## src/rtl/core/csur_pkg.sv

```systemverilog
// ----------------------------------------------------------------------------
// csur_pkg
// Shared types and constants of the counted sample upload receiver.
// ----------------------------------------------------------------------------
package csur_pkg;

  // Request codes on req_type
  localparam logic [1:0] REQ_START = 2'd0;
  localparam logic [1:0] REQ_BYTE  = 2'd1;
  localparam logic [1:0] REQ_TICK  = 2'd2;

  // Result kinds on out_kind
  localparam logic [2:0] KIND_REQ     = 3'd0;
  localparam logic [2:0] KIND_SAMPLE  = 3'd1;
  localparam logic [2:0] KIND_EMPTY   = 3'd2;
  localparam logic [2:0] KIND_BADCNT  = 3'd3;
  localparam logic [2:0] KIND_TIMEOUT = 3'd4;

  // Byte sent to ask the far end for an upload
  localparam logic [7:0] REQUEST_BYTE = 8'hAA;

  // Hard ceiling on the accepted sample count
  localparam int MAX_SAMPLE_CAP = 4096;

  // Register map
  localparam int          ADDR_W         = 4;
  localparam logic [1:0]  REG_METHOD     = 2'd0;
  localparam logic [1:0]  REG_MAX_SAMP   = 2'd1;
  localparam logic [1:0]  REG_TIMEOUT    = 2'd2;
  localparam logic        METHOD_RST     = 1'b1;
  localparam logic [12:0] MAX_SAMP_RST   = 13'd4096;
  localparam logic [15:0] TIMEOUT_RST    = 16'd200;

  // Command queue between front and back
  localparam int CMD_DEPTH = 4;
  localparam int CMD_PTR_W = $clog2(CMD_DEPTH);
  localparam int CMD_CNT_W = $clog2(CMD_DEPTH + 1);

  typedef struct packed {
    logic        sample_format;
    logic [12:0] max_samples;
    logic [15:0] byte_timeout_ticks;
  } cfg_t;

  typedef struct packed {
    logic [1:0] op;
    logic [7:0] data;
  } cmd_t;

  typedef struct packed {
    logic [2:0]  out_kind;
    logic [7:0]  tx_byte;
    logic [11:0] sample_number;
    logic [15:0] sample_index;
    logic [15:0] sample_pulses;
    logic [31:0] reported_count;
    logic        last;
  } res_t;

endpackage

```

## src/rtl/core/csur_regs.sv

```systemverilog
// ----------------------------------------------------------------------------
// csur_regs
// APB-style configuration registers: sample format, sample cap, byte timeout.
// ----------------------------------------------------------------------------
module csur_regs (
  input  logic                       clk,
  input  logic                       rst,
  input  logic                       psel,
  input  logic                       penable,
  input  logic                       pwrite,
  input  logic [csur_pkg::ADDR_W-1:0] paddr,
  input  logic [31:0]                pwdata,
  output logic [31:0]                prdata,
  output logic                       pready,
  output csur_pkg::cfg_t             cfg
);

  logic       wr_en;
  logic [1:0] reg_sel;

  assign pready  = 1'b1;
  assign wr_en   = psel & penable & pwrite;
  assign reg_sel = paddr[3:2];

  // Write on the access cycle
  always_ff @(posedge clk) begin
    if (rst) begin
      cfg.sample_format      <= csur_pkg::METHOD_RST;
      cfg.max_samples        <= csur_pkg::MAX_SAMP_RST;
      cfg.byte_timeout_ticks <= csur_pkg::TIMEOUT_RST;
    end else if (wr_en) begin
      unique case (reg_sel)
        csur_pkg::REG_METHOD:   cfg.sample_format      <= pwdata[0];
        csur_pkg::REG_MAX_SAMP: cfg.max_samples        <= pwdata[12:0];
        csur_pkg::REG_TIMEOUT:  cfg.byte_timeout_ticks <= pwdata[15:0];
        default: ;
      endcase
    end
  end

  // Read back
  always_comb begin
    unique case (reg_sel)
      csur_pkg::REG_METHOD:   prdata = {31'd0, cfg.sample_format};
      csur_pkg::REG_MAX_SAMP: prdata = {19'd0, cfg.max_samples};
      csur_pkg::REG_TIMEOUT:  prdata = {16'd0, cfg.byte_timeout_ticks};
      default:                prdata = 32'd0;
    endcase
  end

endmodule

```

## src/rtl/core/csur_front.sv

```systemverilog
// ----------------------------------------------------------------------------
// csur_front
// Accepts requests, drops unknown codes and queues the rest for the back end.
// ----------------------------------------------------------------------------
module csur_front (
  input  logic           clk,
  input  logic           rst,
  input  logic           push,
  input  logic [1:0]     req_type,
  input  logic [7:0]     rx_byte,
  output logic           full,
  output logic           cmd_valid,
  output csur_pkg::cmd_t cmd,
  input  logic           cmd_pop
);

  csur_pkg::cmd_t                    q_mem [csur_pkg::CMD_DEPTH];
  logic [csur_pkg::CMD_PTR_W-1:0]    wr_ptr;
  logic [csur_pkg::CMD_PTR_W-1:0]    rd_ptr;
  logic [csur_pkg::CMD_CNT_W-1:0]    count;
  logic                              accept;
  logic                              known;
  logic                              wr_en;
  logic                              rd_en;

  assign full      = (count == csur_pkg::CMD_CNT_W'(csur_pkg::CMD_DEPTH));
  assign accept    = push & ~full;
  assign known     = (req_type == csur_pkg::REQ_START) ||
                     (req_type == csur_pkg::REQ_BYTE)  ||
                     (req_type == csur_pkg::REQ_TICK);
  assign wr_en     = accept & known;
  assign cmd_valid = (count != '0);
  assign rd_en     = cmd_pop & cmd_valid;
  assign cmd       = q_mem[rd_ptr];

  // Store classified requests
  always_ff @(posedge clk) begin
    if (wr_en) begin
      q_mem[wr_ptr] <= '{op: req_type, data: rx_byte};
    end
  end

  // Advance pointers and occupancy
  always_ff @(posedge clk) begin
    if (rst) begin
      wr_ptr <= '0;
      rd_ptr <= '0;
      count  <= '0;
    end else begin
      if (wr_en) begin
        wr_ptr <= wr_ptr + 1'b1;
      end
      if (rd_en) begin
        rd_ptr <= rd_ptr + 1'b1;
      end
      count <= count + csur_pkg::CMD_CNT_W'(wr_en) - csur_pkg::CMD_CNT_W'(rd_en);
    end
  end

endmodule

```

## src/rtl/core/csur_back.sv

```systemverilog
// ----------------------------------------------------------------------------
// csur_back
// Runs the upload state machine on queued requests and holds results in a
// two-entry output queue.
// ----------------------------------------------------------------------------
module csur_back (
  input  logic           clk,
  input  logic           rst,
  input  csur_pkg::cfg_t cfg,
  input  logic           cmd_valid,
  input  csur_pkg::cmd_t cmd,
  output logic           cmd_pop,
  input  logic           pop,
  output logic           empty,
  output csur_pkg::res_t res
);

  localparam logic [1:0] PH_IDLE    = 2'd0;
  localparam logic [1:0] PH_HEADER  = 2'd1;
  localparam logic [1:0] PH_SAMPLES = 2'd2;

  logic [1:0]  phase,          phase_next;
  logic [31:0] count_accum,    count_accum_next;
  logic [1:0]  header_pos,     header_pos_next;
  logic [31:0] sample_shift,   sample_shift_next;
  logic [1:0]  byte_in_sample, byte_in_sample_next;
  logic [12:0] samples_done,   samples_done_next;
  logic [15:0] wait_ticks,     wait_ticks_next;

  csur_pkg::res_t res_mem [2];
  logic           res_wr_ptr;
  logic           res_rd_ptr;
  logic [1:0]     res_count;
  logic           res_push;
  logic           res_pop;
  csur_pkg::res_t res_new;

  logic           exec;
  logic [31:0]    cap;
  logic [31:0]    count_shift;
  logic [31:0]    shift_in;
  logic [1:0]     last_pos;
  logic [15:0]    ticks_inc;
  logic           is_last;

  assign res_pop = pop & ~empty;
  assign empty   = (res_count == 2'd0);
  assign exec    = cmd_valid & ((res_count != 2'd2) | res_pop);
  assign cmd_pop = exec;
  assign res     = res_mem[res_rd_ptr];

  assign cap = (32'(cfg.max_samples) > 32'(csur_pkg::MAX_SAMPLE_CAP)) ?
               32'(csur_pkg::MAX_SAMPLE_CAP) : 32'(cfg.max_samples);
  assign count_shift = {count_accum[23:0], cmd.data};
  assign shift_in    = {sample_shift[23:0], cmd.data};
  assign last_pos    = cfg.sample_format ? 2'd2 : 2'd3;
  assign ticks_inc   = (wait_ticks != 16'hFFFF) ? wait_ticks + 16'd1 : wait_ticks;
  assign is_last     = ((32'(samples_done) + 32'd1) >= count_accum);

  // Step the upload state on one request
  always_comb begin
    phase_next          = phase;
    count_accum_next    = count_accum;
    header_pos_next     = header_pos;
    sample_shift_next   = sample_shift;
    byte_in_sample_next = byte_in_sample;
    samples_done_next   = samples_done;
    wait_ticks_next     = wait_ticks;
    res_push            = 1'b0;
    res_new             = '0;
    if (exec) begin
      unique case (cmd.op)
        csur_pkg::REQ_START: begin
          phase_next          = PH_HEADER;
          count_accum_next    = 32'd0;
          header_pos_next     = 2'd0;
          sample_shift_next   = 32'd0;
          byte_in_sample_next = 2'd0;
          samples_done_next   = 13'd0;
          wait_ticks_next     = 16'd0;
          res_push            = 1'b1;
          res_new.out_kind    = csur_pkg::KIND_REQ;
          res_new.tx_byte     = csur_pkg::REQUEST_BYTE;
        end
        csur_pkg::REQ_BYTE: begin
          if (phase == PH_HEADER) begin
            wait_ticks_next  = 16'd0;
            count_accum_next = count_shift;
            header_pos_next  = header_pos + 2'd1;
            if (header_pos == 2'd3) begin
              if (count_shift == 32'd0) begin
                phase_next       = PH_IDLE;
                res_push         = 1'b1;
                res_new.out_kind = csur_pkg::KIND_EMPTY;
              end else if (count_shift > cap) begin
                phase_next             = PH_IDLE;
                res_push               = 1'b1;
                res_new.out_kind       = csur_pkg::KIND_BADCNT;
                res_new.reported_count = count_shift;
              end else begin
                phase_next          = PH_SAMPLES;
                samples_done_next   = 13'd0;
                byte_in_sample_next = 2'd0;
                sample_shift_next   = 32'd0;
              end
            end
          end else if (phase == PH_SAMPLES) begin
            wait_ticks_next = 16'd0;
            if (byte_in_sample < last_pos) begin
              sample_shift_next   = shift_in;
              byte_in_sample_next = byte_in_sample + 2'd1;
            end else begin
              res_push              = 1'b1;
              res_new.out_kind      = csur_pkg::KIND_SAMPLE;
              res_new.sample_number = samples_done[11:0];
              res_new.last          = is_last;
              if (cfg.sample_format) begin
                res_new.sample_index  = {6'd0, shift_in[23:14]};
                res_new.sample_pulses = {6'd0, shift_in[13:4]};
              end else begin
                res_new.sample_index  = shift_in[31:16];
                res_new.sample_pulses = shift_in[15:0];
              end
              samples_done_next   = samples_done + 13'd1;
              byte_in_sample_next = 2'd0;
              sample_shift_next   = 32'd0;
              if (is_last) begin
                phase_next      = PH_IDLE;
                header_pos_next = 2'd0;
              end
            end
          end
        end
        csur_pkg::REQ_TICK: begin
          if (phase != PH_IDLE) begin
            wait_ticks_next = ticks_inc;
            if (ticks_inc >= cfg.byte_timeout_ticks) begin
              phase_next          = PH_IDLE;
              header_pos_next     = 2'd0;
              byte_in_sample_next = 2'd0;
              sample_shift_next   = 32'd0;
              wait_ticks_next     = 16'd0;
              res_push            = 1'b1;
              res_new.out_kind    = csur_pkg::KIND_TIMEOUT;
            end
          end
        end
        default: ;
      endcase
    end
  end

  // Hold upload state
  always_ff @(posedge clk) begin
    if (rst) begin
      phase          <= PH_IDLE;
      count_accum    <= 32'd0;
      header_pos     <= 2'd0;
      sample_shift   <= 32'd0;
      byte_in_sample <= 2'd0;
      samples_done   <= 13'd0;
      wait_ticks     <= 16'd0;
    end else begin
      phase          <= phase_next;
      count_accum    <= count_accum_next;
      header_pos     <= header_pos_next;
      sample_shift   <= sample_shift_next;
      byte_in_sample <= byte_in_sample_next;
      samples_done   <= samples_done_next;
      wait_ticks     <= wait_ticks_next;
    end
  end

  // Store results
  always_ff @(posedge clk) begin
    if (res_push) begin
      res_mem[res_wr_ptr] <= res_new;
    end
  end

  // Advance result queue pointers
  always_ff @(posedge clk) begin
    if (rst) begin
      res_wr_ptr <= 1'b0;
      res_rd_ptr <= 1'b0;
      res_count  <= 2'd0;
    end else begin
      if (res_push) begin
        res_wr_ptr <= ~res_wr_ptr;
      end
      if (res_pop) begin
        res_rd_ptr <= ~res_rd_ptr;
      end
      res_count <= res_count + 2'(res_push) - 2'(res_pop);
    end
  end

endmodule

```

## src/rtl/core/counted_sample_upload_receiver.sv

```systemverilog
// A request waits in the request queue; its result, if it has one, is registered
// into the result queue, whose head drives the result ports.
// Throughput: one request per cycle, sustained while results are popped.
// A four-entry request queue and a two-entry result queue absorb stalls.
// Reset (rst, synchronous): both queues empty, phase idle, registers to
// sample format 1, cap 4096, byte timeout 200 ticks.
// ----------------------------------------------------------------------------
// counted_sample_upload_receiver
// Receiver for a length-prefixed sample upload with per-byte timeout.
// ----------------------------------------------------------------------------
module counted_sample_upload_receiver (
  input  logic                        clk,
  input  logic                        rst,
  input  logic                        push,
  output logic                        full,
  input  logic [1:0]                  req_type,
  input  logic [7:0]                  rx_byte,
  input  logic                        pop,
  output logic                        empty,
  output logic [2:0]                  out_kind,
  output logic [7:0]                  tx_byte,
  output logic [11:0]                 sample_number,
  output logic [15:0]                 sample_index,
  output logic [15:0]                 sample_pulses,
  output logic [31:0]                 reported_count,
  output logic                        last,
  input  logic                        psel,
  input  logic                        penable,
  input  logic                        pwrite,
  input  logic [csur_pkg::ADDR_W-1:0] paddr,
  input  logic [31:0]                 pwdata,
  output logic [31:0]                 prdata,
  output logic                        pready
);

  csur_pkg::cfg_t cfg;
  csur_pkg::cmd_t cmd;
  csur_pkg::res_t res;
  logic           cmd_valid;
  logic           cmd_pop;

  csur_regs u_regs (
    .clk     (clk),
    .rst     (rst),
    .psel    (psel),
    .penable (penable),
    .pwrite  (pwrite),
    .paddr   (paddr),
    .pwdata  (pwdata),
    .prdata  (prdata),
    .pready  (pready),
    .cfg     (cfg)
  );

  csur_front u_front (
    .clk       (clk),
    .rst       (rst),
    .push      (push),
    .req_type  (req_type),
    .rx_byte   (rx_byte),
    .full      (full),
    .cmd_valid (cmd_valid),
    .cmd       (cmd),
    .cmd_pop   (cmd_pop)
  );

  csur_back u_back (
    .clk       (clk),
    .rst       (rst),
    .cfg       (cfg),
    .cmd_valid (cmd_valid),
    .cmd       (cmd),
    .cmd_pop   (cmd_pop),
    .pop       (pop),
    .empty     (empty),
    .res       (res)
  );

  // Drive result ports from the queue head
  assign out_kind       = res.out_kind;
  assign tx_byte        = res.tx_byte;
  assign sample_number  = res.sample_number;
  assign sample_index   = res.sample_index;
  assign sample_pulses  = res.sample_pulses;
  assign reported_count = res.reported_count;
  assign last           = res.last;

endmodule

```

## config.mk

```make
export PLATFORM = sky130hd
export DESIGN_NAME = counted_sample_upload_receiver
export DESIGN_NICKNAME = d
export VERILOG_FILES = /design/src/rtl/core/csur_pkg.sv /design/src/rtl/core/csur_regs.sv /design/src/rtl/core/csur_front.sv /design/src/rtl/core/csur_back.sv /design/src/rtl/core/counted_sample_upload_receiver.sv
export SDC_FILE = /design/constraint.sdc
export NUM_CORES = 1
export LEC_CHECK = 0
export BUFFER_PORTS_ARGS = -buffer_cell sky130_fd_sc_hd__buf_4
export CORE_MARGIN = 4
export CORE_UTILIZATION = 56
export CTS_CLUSTER_DIAMETER = 50
export DETAILED_ROUTE_END_ITERATION = 7
export GPL_TIMING_DRIVEN = 1
export PLACE_DENSITY = 0.77
export SLEW_MARGIN = 20
export SYNTH_ARGS = -nofsm -noshare
export SYNTH_HDL_FRONTEND = slang
export SYNTH_HIERARCHICAL = 1
export SYNTH_SLANG_ARGS = --single-unit
```

## constraint.sdc

```tcl
create_clock -name clk -period 20.2 [get_ports clk]
set_clock_uncertainty 0.1 [all_clocks]
set_input_delay 0 -clock clk [delete_from_list [all_inputs] [get_ports clk]]
set_output_delay 0 -clock clk [all_outputs]
set_load 0.05 [all_outputs]
```

==> impl_metrics.env, run 1 <==
export IMPL_synth_top_cell_by_area="edfxtp_1"
export IMPL_numPortBuffers=136
export IMPL_cap_violations=0
export IMPL_ir_drop_uv=84.6
export IMPL_worstMarginPinSlew_ns=0.949
export IMPL_cts_tree="yes"
export IMPL_cts_hold_fix_buffers=47
export IMPL_grt_overflow=0
export IMPL_synth_top_area_share=0.384
export IMPL_wl_per_cell_um=18.7
export IMPL_clk_latency_ns=0.52
export IMPL_syn_cell_area_um2=15800
export IMPL_ys_flop_type="edfxtp_1"
export IMPL_p_leak_nw=7.27
export IMPL_synthArstFlopShare=0
export IMPL_fillers=2068
export IMPL_arrival_ns=5.55
export IMPL_ys_types=75
export IMPL_antenna_diode_count=0
export IMPL_clock_power_share=0.295
export IMPL_timing_final_ws_setup_ns=14.92
export IMPL_totalWireLength_um=35600
export IMPL_fmax_mhz=190
export IMPL_status="finished, final reports clean"
export IMPL_power_density_nw_per_um2=119
export IMPL_final_common_cell="edfxtp_1"
export IMPL_finalSetupTns_ns=0
export IMPL_post_cts_resize_count=0
export IMPL_internal_power_mw=1.43
export IMPL_synth_warnings=6
export IMPL_relSlewSlack=0.364
export IMPL_grt_max_degree=90
export IMPL_drc=0
export IMPL_fin_crit_ns=5.28
export IMPL_root_buffer="clkbuf_16"
export IMPL_path_clk_slew_ns=0.06
export IMPL_place_hpwl_um=22300
export IMPL_slew_violations=0
export IMPL_drtIter0Drc=838
export IMPL_rsz0062_at_grt="no"
export IMPL_gp_congestion=0.840
export IMPL_start_util=0.568
export IMPL_crit_required_ns=20.47
export IMPL_mostFrequentLayoutCells="edfxtp_1 (202), buf_4 (147), dfxtp_1 (134), nor2_1 (113), mux2_2 (83)"
export IMPL_dr_pass1_iters=6
export IMPL_setup_viol=0
export IMPL_postRouteAntennaNets=0
export IMPL_die_h_um=176
export IMPL_cts_made_buffers=37
export IMPL_crit_fanout=6
export IMPL_post_cts_setup_buffers=0
export IMPL_clkSinkCount=337
export IMPL_pwr_share_seq=0.372
export IMPL_fin_crit_sh=0.261
export IMPL_drive_above_1_share=0.211
export IMPL_fin_nets=1615
export IMPL_crit_type="flip-flop to flip-flop"
export IMPL_p_sw_frac=0.357
export IMPL_post_synth_inst_count=1340
export IMPL_grt_pass1_vias=10900
export IMPL_rows=61
export IMPL_cts_htree_levels=2
export IMPL_avgSynthCellArea_um2=11.8
export IMPL_vias=10900
export IMPL_combPwrFrac=0.333
export IMPL_hold_path_class="input pin to flip-flop"
export IMPL_via_per_inst=5.71
export IMPL_dpl_worst_slack_ns=15.05
export IMPL_synth_seq_cells=337
export IMPL_synth_edff_count=202
export IMPL_core_um2=27800
export IMPL_p_total_mw=2.23
export IMPL_dieArea_um2=30900
export IMPL_ios=176
export IMPL_switchingPower_mw=0.798
export IMPL_area_delta_synth_final_pct=18.5
export IMPL_die_w_um=176
export IMPL_synth_area_leaders="edfxtp_1 (38%), dfxtp_1 (17%), mux2_2 (5.9%), ha_1 (4.8%), mux2i_1 (3.4%)"
export IMPL_grt_pass1_wl_um=57000
export IMPL_cp_start_kind="flip-flop"
export IMPL_ys_seq_area_frac=0.556
export IMPL_groute_usage_overall=0.227
export IMPL_critical_path_endpoint_type="flip-flop"
export IMPL_clk_path_buf_depth=3
export IMPL_antenna_found_initial=0
export IMPL_finalHoldViolCount=0
## worst paths after layout
kind                                                             end                                 start  slack (ns)  depth (start not counted)
worst max register to register        u_back/res_count[1]$_SDFF_PP0_     u_back/wait_ticks[0]$_SDFFE_PP0P_       14.92                         19
worst min-delay path                   u_front/q_mem[0][6]$_DFFE_PP_                            rx_byte[6]        0.13                          2
worst max-delay path                  u_back/res_count[1]$_SDFF_PP0_     u_back/wait_ticks[0]$_SDFFE_PP0P_       14.92                         19
worst min register to register  u_back/sample_shift[19]$_SDFFE_PP0P_  u_back/sample_shift[19]$_SDFFE_PP0P_        0.37                          2
## worst max-delay path, cell delays in order (launching register included)
cell and delay, ns:
dfxtp_1 0.36, ha_1 0.27, and3_1 0.21, and4_1 0.24
a31oi_1 0.50, nand3_1 0.17, xnor2_1 0.25, ha_1 0.30
a21oi_1 0.16, o21ai_0 0.13, a221oi_1 0.51, o21ai_0 0.22
and3b_1 0.29, o31ai_2 0.52, ha_1 0.33, inv_1 0.06
ha_1 0.15, xor2_1 0.19, xnor2_1 0.14, nor2_1 0.05
## through the flow
| stage | hold slack, ns | cells | util | area, µm² |
|---|---|---|---|---|
| 5_1_grt | 0.139 | 1907 | 0.674 | 18700 |
| 4_1_cts | 0.122 | 1905 | 0.672 | 18700 |
| 3_3_place_gp | 0.100 | 1790 | 0.612 | 17000 |
| 3_5_place_dp | 0.105 | 1790 | 0.612 | 17000 |
| 2_1_floorplan | -0.00113 | 1358 | - | 15900 |
| 6_report | 0.132 | 1907 | 0.674 | 18700 |
## area by class of cell
cell class | count | area, µm² | area share
Tap cell | 378 | 473 | 0.0253
Clock buffer | 53 | 1070 | 0.0571
Clock inverter | 15 | 135 | 0.00722
Sequential cell | 337 | 8770 | 0.469
Timing Repair Buffer | 198 | 1630 | 0.0872
Multi-Input combinational cell | 879 | 6450 | 0.345
Inverter | 47 | 176 | 0.00943
## cells by family (layout without fill, tap and decap cells)
kind of cell,count (synthesis),after routing,share of synthesized area
compound gates,185,185,0.0778
mux,148,148,0.109
buf+inv,142,313,0.0409
simple gates,435,435,0.151
other cells,3,21,0.000713
xor+xnor,28,28,0.0155
flops,337,337,0.556
fa+ha+maj,62,62,0.0496
## Yosys cell counts (5+ instances only)
| library cell | instances |
|---|---|
| nand3_1 | 40 |
| o211ai_1 | 6 |
| nand4_1 | 11 |
| xnor2_1 | 15 |
| mux4_2 | 10 |
| nand3b_1 | 6 |
| and2_1 | 54 |
| nor2_1 | 116 |
| xor2_1 | 13 |
| edfxtp_1 | 202 |
| a211oi_1 | 5 |
| inv_1 | 47 |
| nor3_1 | 17 |
| buf_4 | 24 |
| a21oi_1 | 38 |
| nor4_1 | 9 |
| o21ai_0 | 53 |
| a22o_1 | 13 |
| ha_1 | 61 |
| buf_2 | 11 |
| clkbuf_1 | 55 |
| dfxtp_1 | 135 |
| and3_1 | 30 |
| nand2b_1 | 72 |
| mux2_2 | 83 |
| mux2i_1 | 54 |
| a22oi_1 | 42 |
| nand2_1 | 37 |
| nor2b_1 | 10 |
## layer usage
metal / routed length, µm / part of all wire / vias to the layer above / global-route usage
li1: - / - / 5154 / -
met1: 14900 / 0.42 / 5320 / 0.297
met2: 17800 / 0.50 / 339 / 0.391
met3: 1940 / 0.055 / 71 / 0.0383
met4: 993 / 0.028 / 0 / 0.0695
met5: 0 / 0 / - / 0
## flip-flops by register name, summed over array words and instances, names as in the netlist, 3 cells and up, named ones only
register / count
u_back/count_accum: 32
u_back/res_mem: 162
u_back/sample_shift: 24
u_back/samples_done: 13
u_back/wait_ticks: 16
u_front/count: 3
u_front/q_mem: 40
u_regs/cfg: 30
## power groups by stage
| stage | Combinational, mW | Clock [mW] | Sequential (mW) |
|---|---|---|---|
| detailed placement | 0.729 | 0 | 0.846 |
| finish | 0.743 | 0.658 | 0.831 |
| global route | 0.793 | 0.698 | 0.837 |
| CTS | 0.740 | 0.671 | 0.832 |
| floorplan | 0.546 | 0 | 0.832 |
| global placement | 0.718 | 0 | 0.842 |
Note: power is estimated with default switching activity, not from simulation.
==> run 2: changes to the inputs <==
CORE_UTILIZATION = 53   (was 56)
PLACE_DENSITY = 0.76   (was 0.77)
clock period = 4.47 ns   (was 20.2 ns; I/O delays follow)
==> run 2 against run 1 <==
Net effect:
- die area up 5.4%
- via count down 0.27%
- cell area up 1.6%
- cell count up 1.8%
- critical path depth down 3
- sequential power rose to 4.5 times the previous value
- clock power rose to 4.5 times the previous value
- worst setup slack worse by 15 ns
- sequential cell count unchanged
==> impl_metrics.env, run 2 (synthesis gave the netlist of run 1 again) <==
export IMPL_gp_congestion=0.866
export IMPL_dieArea_um2=32600
export IMPL_critical_path_endpoint_type="flip-flop"
export IMPL_cts_tree="yes"
export IMPL_p_leak_nw=7.45
export IMPL_groute_usage_overall=0.215
export IMPL_place_hpwl_um=24200
export IMPL_clk_path_buf_depth=3
export IMPL_crit_buf_inv=3
export IMPL_path_clk_slew_ns=0.06
export IMPL_grt_pass1_wl_um=57300
export IMPL_largestRegisters="u_back/res_mem: 162 flops, u_front/q_mem: 40 flops, u_back/count_accum: 32 flops"
export IMPL_whs_ns=0.126
export IMPL_startpoint="u_back/wait_ticks[0]$_SDFFE_PP0P_"
export IMPL_setup_viol=0
export IMPL_r2r_setup_slack_ns=0.04
export IMPL_slew_violations=0
export IMPL_critPathSlowestCell="nor2_4"
export IMPL_met1_usage=0.285
export IMPL_drc=0
export IMPL_finalHoldViolCount=0
export IMPL_power_density_nw_per_um2=536
export IMPL_cap_violations=0
export IMPL_ios=176
export IMPL_worstMarginPinSlew_ns=1.02
export IMPL_root_buffer="clkbuf_16"
export IMPL_rr_startpoint="u_back/wait_ticks[0]$_SDFFE_PP0P_"
export IMPL_p_total_mw=10.2
export IMPL_numPortBuffers=136
export IMPL_cts_made_buffers=37
export IMPL_worstHoldStart="rx_byte[2]"
export IMPL_whs_endpoint="u_front/q_mem[3][2]$_DFFE_PP_"
export IMPL_vias=10900
export IMPL_antenna_found_initial=0
export IMPL_cp_start_kind="flip-flop"
export IMPL_fin_crit_ns=4.43
export IMPL_start_util=0.544
export IMPL_die_h_um=181
export IMPL_postRouteAntennaNets=0
export IMPL_grt_pass1_vias=11000
export IMPL_crit_type="flip-flop to flip-flop"
export IMPL_wl_per_cell_um=18.4
export IMPL_core_um2=29000
export IMPL_critPathMaxStageDelay_ns=0.76
export IMPL_hold_path_class="input pin to flip-flop"
export IMPL_fin_nets=1645
export IMPL_clk_latency_ns=0.52
export IMPL_worstReg2RegEnd="u_back/res_mem[0][28]$_DFFE_PP_"
export IMPL_rows=62
export IMPL_crit_fanout=31
export IMPL_top_usage_layer="met2"
export IMPL_ir_drop_uv=286
export IMPL_arrival_ns=4.54
export IMPL_largest_register="u_back/res_mem"
export IMPL_status="finished, final reports clean"
export IMPL_min_path_cells=2
export IMPL_die_w_um=181
export IMPL_post_cts_setup_buffers=0
export IMPL_drive_above_1_share=0.232
export IMPL_rsz0062_at_grt="yes"
export IMPL_totalWireLength_um=35700
export IMPL_fillers=2223
export IMPL_critPathTopFamily="simple AND/OR/NAND/NOR gates"
export IMPL_dr_pass1_iters=5
export IMPL_final_common_cell="edfxtp_1"
export IMPL_relSlewSlack=0.321
export IMPL_grt_overflow=0
export IMPL_fin_crit_sh=0.992
export IMPL_via_per_inst=5.59
export IMPL_crit_required_ns=4.57
export IMPL_fmax_mhz=226
export IMPL_grt_max_degree=89
export IMPL_clkSinkCount=337
export IMPL_met3_usage=0.0351
export IMPL_area_delta_synth_final_pct=20.4
export IMPL_antenna_diode_count=0
export IMPL_crit_path_cell_trace="ha_1, and3_1, and4_4, buf_4, and2_1, a21oi_1, a41oi_2, ha_1, and4_2, nand3_1, o21ai_2, and3b_2, o31ai_2, buf_4, nor2_4, buf_12"
export IMPL_drtIter0Drc=890
export IMPL_mostFrequentLayoutCells="edfxtp_1 (202), buf_4 (179), dfxtp_1 (134), nor2_1 (114), mux2_2 (83)"
export IMPL_met2_usage=0.364
export IMPL_largest_reg_flops=162
export IMPL_cts_htree_levels=2
export IMPL_reg2reg_depth=16
==> run 2: cell count changes in the layout (fill, tap and decap cells not counted), sizes merged, moves of 2 or more <==
cell | previous run | this run
buf | 150 | 184
clkbuf | 54 | 50
dlygate4sd3 | 47 | 44
clkinv | 11 | 9
inv | 49 | 51
==> run 2: how the worst max path moves through the flow <==
| stage | endpoint | depth (start not counted) | slack, ns |
|---|---|---|---|
| after detailed placement | u_back/res_mem[1][28]$_DFFE_PP_ | 17 | -0.11 |
| final | u_back/res_mem[0][28]$_DFFE_PP_ | 16 | 0.04 |
| after CTS | u_back/res_mem[1][28]$_DFFE_PP_ | 17 | 0.007 |
| after floorplan | u_back/res_mem[1][0]$_DFFE_PP_ | 10 | -0.87 |
| after global routing | u_back/res_mem[1][27]$_DFFE_PP_ | 16 | -0.22 |
| after global placement | u_back/res_mem[1][28]$_DFFE_PP_ | 17 | -0.08 |
==> run 2: layout make-up <==
class,instances,area [µm²],area share
multi-input cells,879,6510,0.342
well taps,384,480,0.0253
inverters,47,176,0.00928
clock inverters,17,178,0.00935
flip-flops and latches,337,8770,0.462
clock buffers,50,1010,0.0529
repair buffers,228,1880,0.0992
==> run 2: timing repair <==
item,in CTS,in global routing
gates cloned,0,0
setup endpoints to repair,105,164
hold endpoints to repair,92,0
pin swaps,0,5
hold buffers,44,0
resized for setup,2,12
==> run 2: routing by layer <==
layer  vias up  share of wire  wire length (µm)
li1       5196              -                 -
met1      5304           0.43             15500
met2       284           0.49             17600
met3        71          0.045              1590
met4         0          0.029              1030
met5         -              0                 0
==> run 2: where the power goes <==
| part | leakage, nW | switching (mW) | internal, mW |
|---|---|---|---|
| Clock | 0.579 | 1.18 | 1.77 |
| Combinational | 3.80 | 2.25 | 1.21 |
| Sequential | 3.08 | 0.190 | 3.59 |
| Total | 7.45 | 3.62 | 6.56 |
==> run 2: metrics by stage <==
| step | TNS, ns | instance area, µm² | utilization | setup slack (ns) | instances |
|---|---|---|---|---|---|
| 3_3_place_gp | -6.34 | 17300 | 0.597 | -0.0764 | 1831 |
| 5_1_grt | -19.42 | 19000 | 0.655 | -0.218 | 1942 |
| 4_1_cts | 0 | 19000 | 0.653 | 0.00725 | 1942 |
| 3_5_place_dp | -8.76 | 17300 | 0.597 | -0.109 | 1831 |
| 2_1_floorplan | -141.71 | 15900 | - | -0.875 | 1358 |
| 6_report | 0 | 19000 | 0.655 | 0.0363 | 1942 |
==> run 3: changes to the inputs <==
RECOVER_POWER = 100   (was not set)
==> run 3 against run 2 <==
Net effect:
- the run now ends with max-capacitance violations, max-slew violations left
- worst setup slack better by 0.0018 ns
- die area unchanged
- total power down 1.7%
- via count up 0.22%
- routed wire length about the same
- core utilization down 1.2 points
- worst hold slack better by 0.065 ns
- sequential share of layout area up 0.86 points
- register-to-register slack about the same
- non-clock buffer count unchanged
- clock power about the same
- largest cell class unchanged
- largest power group unchanged
- highest routed layer unchanged
==> impl_metrics.env, run 3 (synthesis gave the netlist of run 1 again) <==
export IMPL_mostFrequentLayoutCells="edfxtp_1 (202), dfxtp_1 (135), nor2_1 (114), clkbuf_1 (85), buf_4 (85)"
export IMPL_timing_final_ws_setup_ns=0.0381
export IMPL_cts_made_buffers=37
export IMPL_largest_register="u_back/res_mem"
export IMPL_relSlewSlack=-0.475
export IMPL_wl_per_cell_um=18.4
export IMPL_worstMarginPinSlew_ns=2.21
export IMPL_reg2reg_depth=16
export IMPL_drive_above_1_share=0.166
export IMPL_drtIter0Drc=850
export IMPL_critPathSlowestCell="nor2_4"
export IMPL_antenna_found_initial=0
export IMPL_crit_fanout=31
export IMPL_setup_viol=0
export IMPL_cp_start_kind="flip-flop"
export IMPL_min_path_cells=2
export IMPL_fin_nets=1645
export IMPL_hold_path_class="input pin to flip-flop"
export IMPL_numPortBuffers=136
export IMPL_fmax_mhz=226
export IMPL_groute_usage_overall=0.215
export IMPL_start_util=0.544
export IMPL_antenna_diode_count=0
export IMPL_largest_reg_flops=162
export IMPL_cts_htree_levels=2
export IMPL_die_h_um=181
export IMPL_grt_pass1_vias=11000
export IMPL_final_util=0.643
export IMPL_fin_crit_sh=0.991
export IMPL_crit_type="flip-flop to flip-flop"
export IMPL_area_delta_synth_final_pct=18.1
export IMPL_grt_max_degree=89
export IMPL_clk_latency_ns=0.52
export IMPL_status="finished, violations left"
export IMPL_cts_tree="yes"
export IMPL_gp_congestion=0.866
export IMPL_clkSinkCount=337
export IMPL_fin_crit_ns=4.43
export IMPL_grt_pass1_wl_um=57300
export IMPL_crit_required_ns=4.57
export IMPL_finalHoldViolCount=0
export IMPL_dr_pass1_iters=5
export IMPL_die_w_um=181
export IMPL_slew_violations=224
export IMPL_cap_violations=4
export IMPL_crit_buf_inv=3
export IMPL_ios=176
export IMPL_p_leak_nw=7.14
export IMPL_critPathTopFamily="simple AND/OR/NAND/NOR gates"
export IMPL_path_clk_slew_ns=0.06
export IMPL_final_common_cell="edfxtp_1"
export IMPL_critical_path_endpoint_type="flip-flop"
export IMPL_totalWireLength_um=35700
export IMPL_violations="max-capacitance violations, max-slew violations"
export IMPL_place_hpwl_um=24200
export IMPL_largestRegisters="u_back/res_mem: 162 flops, u_front/q_mem: 40 flops, u_back/count_accum: 32 flops"
export IMPL_via_per_inst=5.60
export IMPL_dpl_worst_slack_ns=-0.109
export IMPL_core_um2=29000
export IMPL_critPathMaxStageDelay_ns=0.76
export IMPL_ir_drop_uv=285
export IMPL_postRouteAntennaNets=0
export IMPL_crit_path_cell_trace="ha_1, and3_1, and4_4, buf_4, and2_1, a21oi_1, a41oi_2, ha_1, and4_2, nand3_1, o21ai_2, and3b_2, o31ai_2, buf_4, nor2_4, buf_12"
export IMPL_vias=10900
export IMPL_drc=0
export IMPL_root_buffer="clkbuf_16"
export IMPL_arrival_ns=4.53
export IMPL_clk_path_buf_depth=3
export IMPL_power_density_nw_per_um2=537
export IMPL_rows=62
export IMPL_post_cts_setup_buffers=0
export IMPL_rsz0062_at_grt="yes"
export IMPL_dieArea_um2=32600
export IMPL_grt_overflow=0
export IMPL_path_depth=16
[run 3: what timing repair did]
action	4_1_cts	5_1_grt
pin swaps	0	5
hold buffers	44	0
gates resized for setup	2	12
endpoints found under the hold margin	92	0
endpoints found under the setup margin	105	164
[run 3: layer usage]
layer  up-vias  global-route usage  share of wire
li1       5193                   -              -
met1      5314               0.285           0.43
met2       298               0.364           0.49
met3        74              0.0351          0.049
met4         0              0.0659          0.029
met5         -                   0              0
[run 3: layout make-up]
type / count / area, µm²
Fill cell: 2321 / 10400
Sequential cell: 337 / 8770
Multi-Input combinational cell: 879 / 6480
Timing Repair Buffer: 228 / 1560
Clock buffer: 50 / 1010
Tap cell: 384 / 480
Clock inverter: 17 / 178
Inverter: 47 / 176
[run 3: metrics by stage]
step	cell area [µm²]	hold slack [ns]	std cells	total power, mW	setup TNS (ns)
6_report	18600	0.191	1942	10.0	0
3_5_place_dp	17300	0.108	1831	7.28	-8.76
2_1_floorplan	15900	-0.00113	1358	6.22	-141.71
3_3_place_gp	17300	0.102	1831	7.23	-6.34
5_1_grt	18600	0.205	1942	10.5	-19.46
4_1_cts	19000	0.110	1942	10.3	0
[run 3: final timing paths]
| kind | slack (ns) | from | endpoint |
|---|---|---|---|
| max | 0.04 | u_back/wait_ticks[0]$_SDFFE_PP0P_ | u_back/res_mem[1][28]$_DFFE_PP_ |
| min | 0.19 | rx_byte[2] | u_front/q_mem[3][2]$_DFFE_PP_ |
| max reg2reg | 0.04 | u_back/wait_ticks[0]$_SDFFE_PP0P_ | u_back/res_mem[1][28]$_DFFE_PP_ |
| min reg2reg | 0.37 | u_back/header_pos[1]$_SDFFE_PP0P_ | u_back/header_pos[1]$_SDFFE_PP0P_ |
[run 3: worst reg2reg max path, delay by kind of cell (launching register included)]
family | cells | cell delay (ns)
buf+inv | 3 | 0.62
compound gates | 4 | 0.51
fa+ha+maj | 2 | 0.54
simple gates | 7 | 2.01
flops | 1 | 0.31
[run 3: power breakdown]
part | leakage (nW) | total [mW] | switching (mW) | internal [mW]
logic | 3.49 | 3.29 | 2.25 | 1.04
clock network | 0.579 | 2.95 | 1.18 | 1.77
registers | 3.08 | 3.77 | 0.189 | 3.58
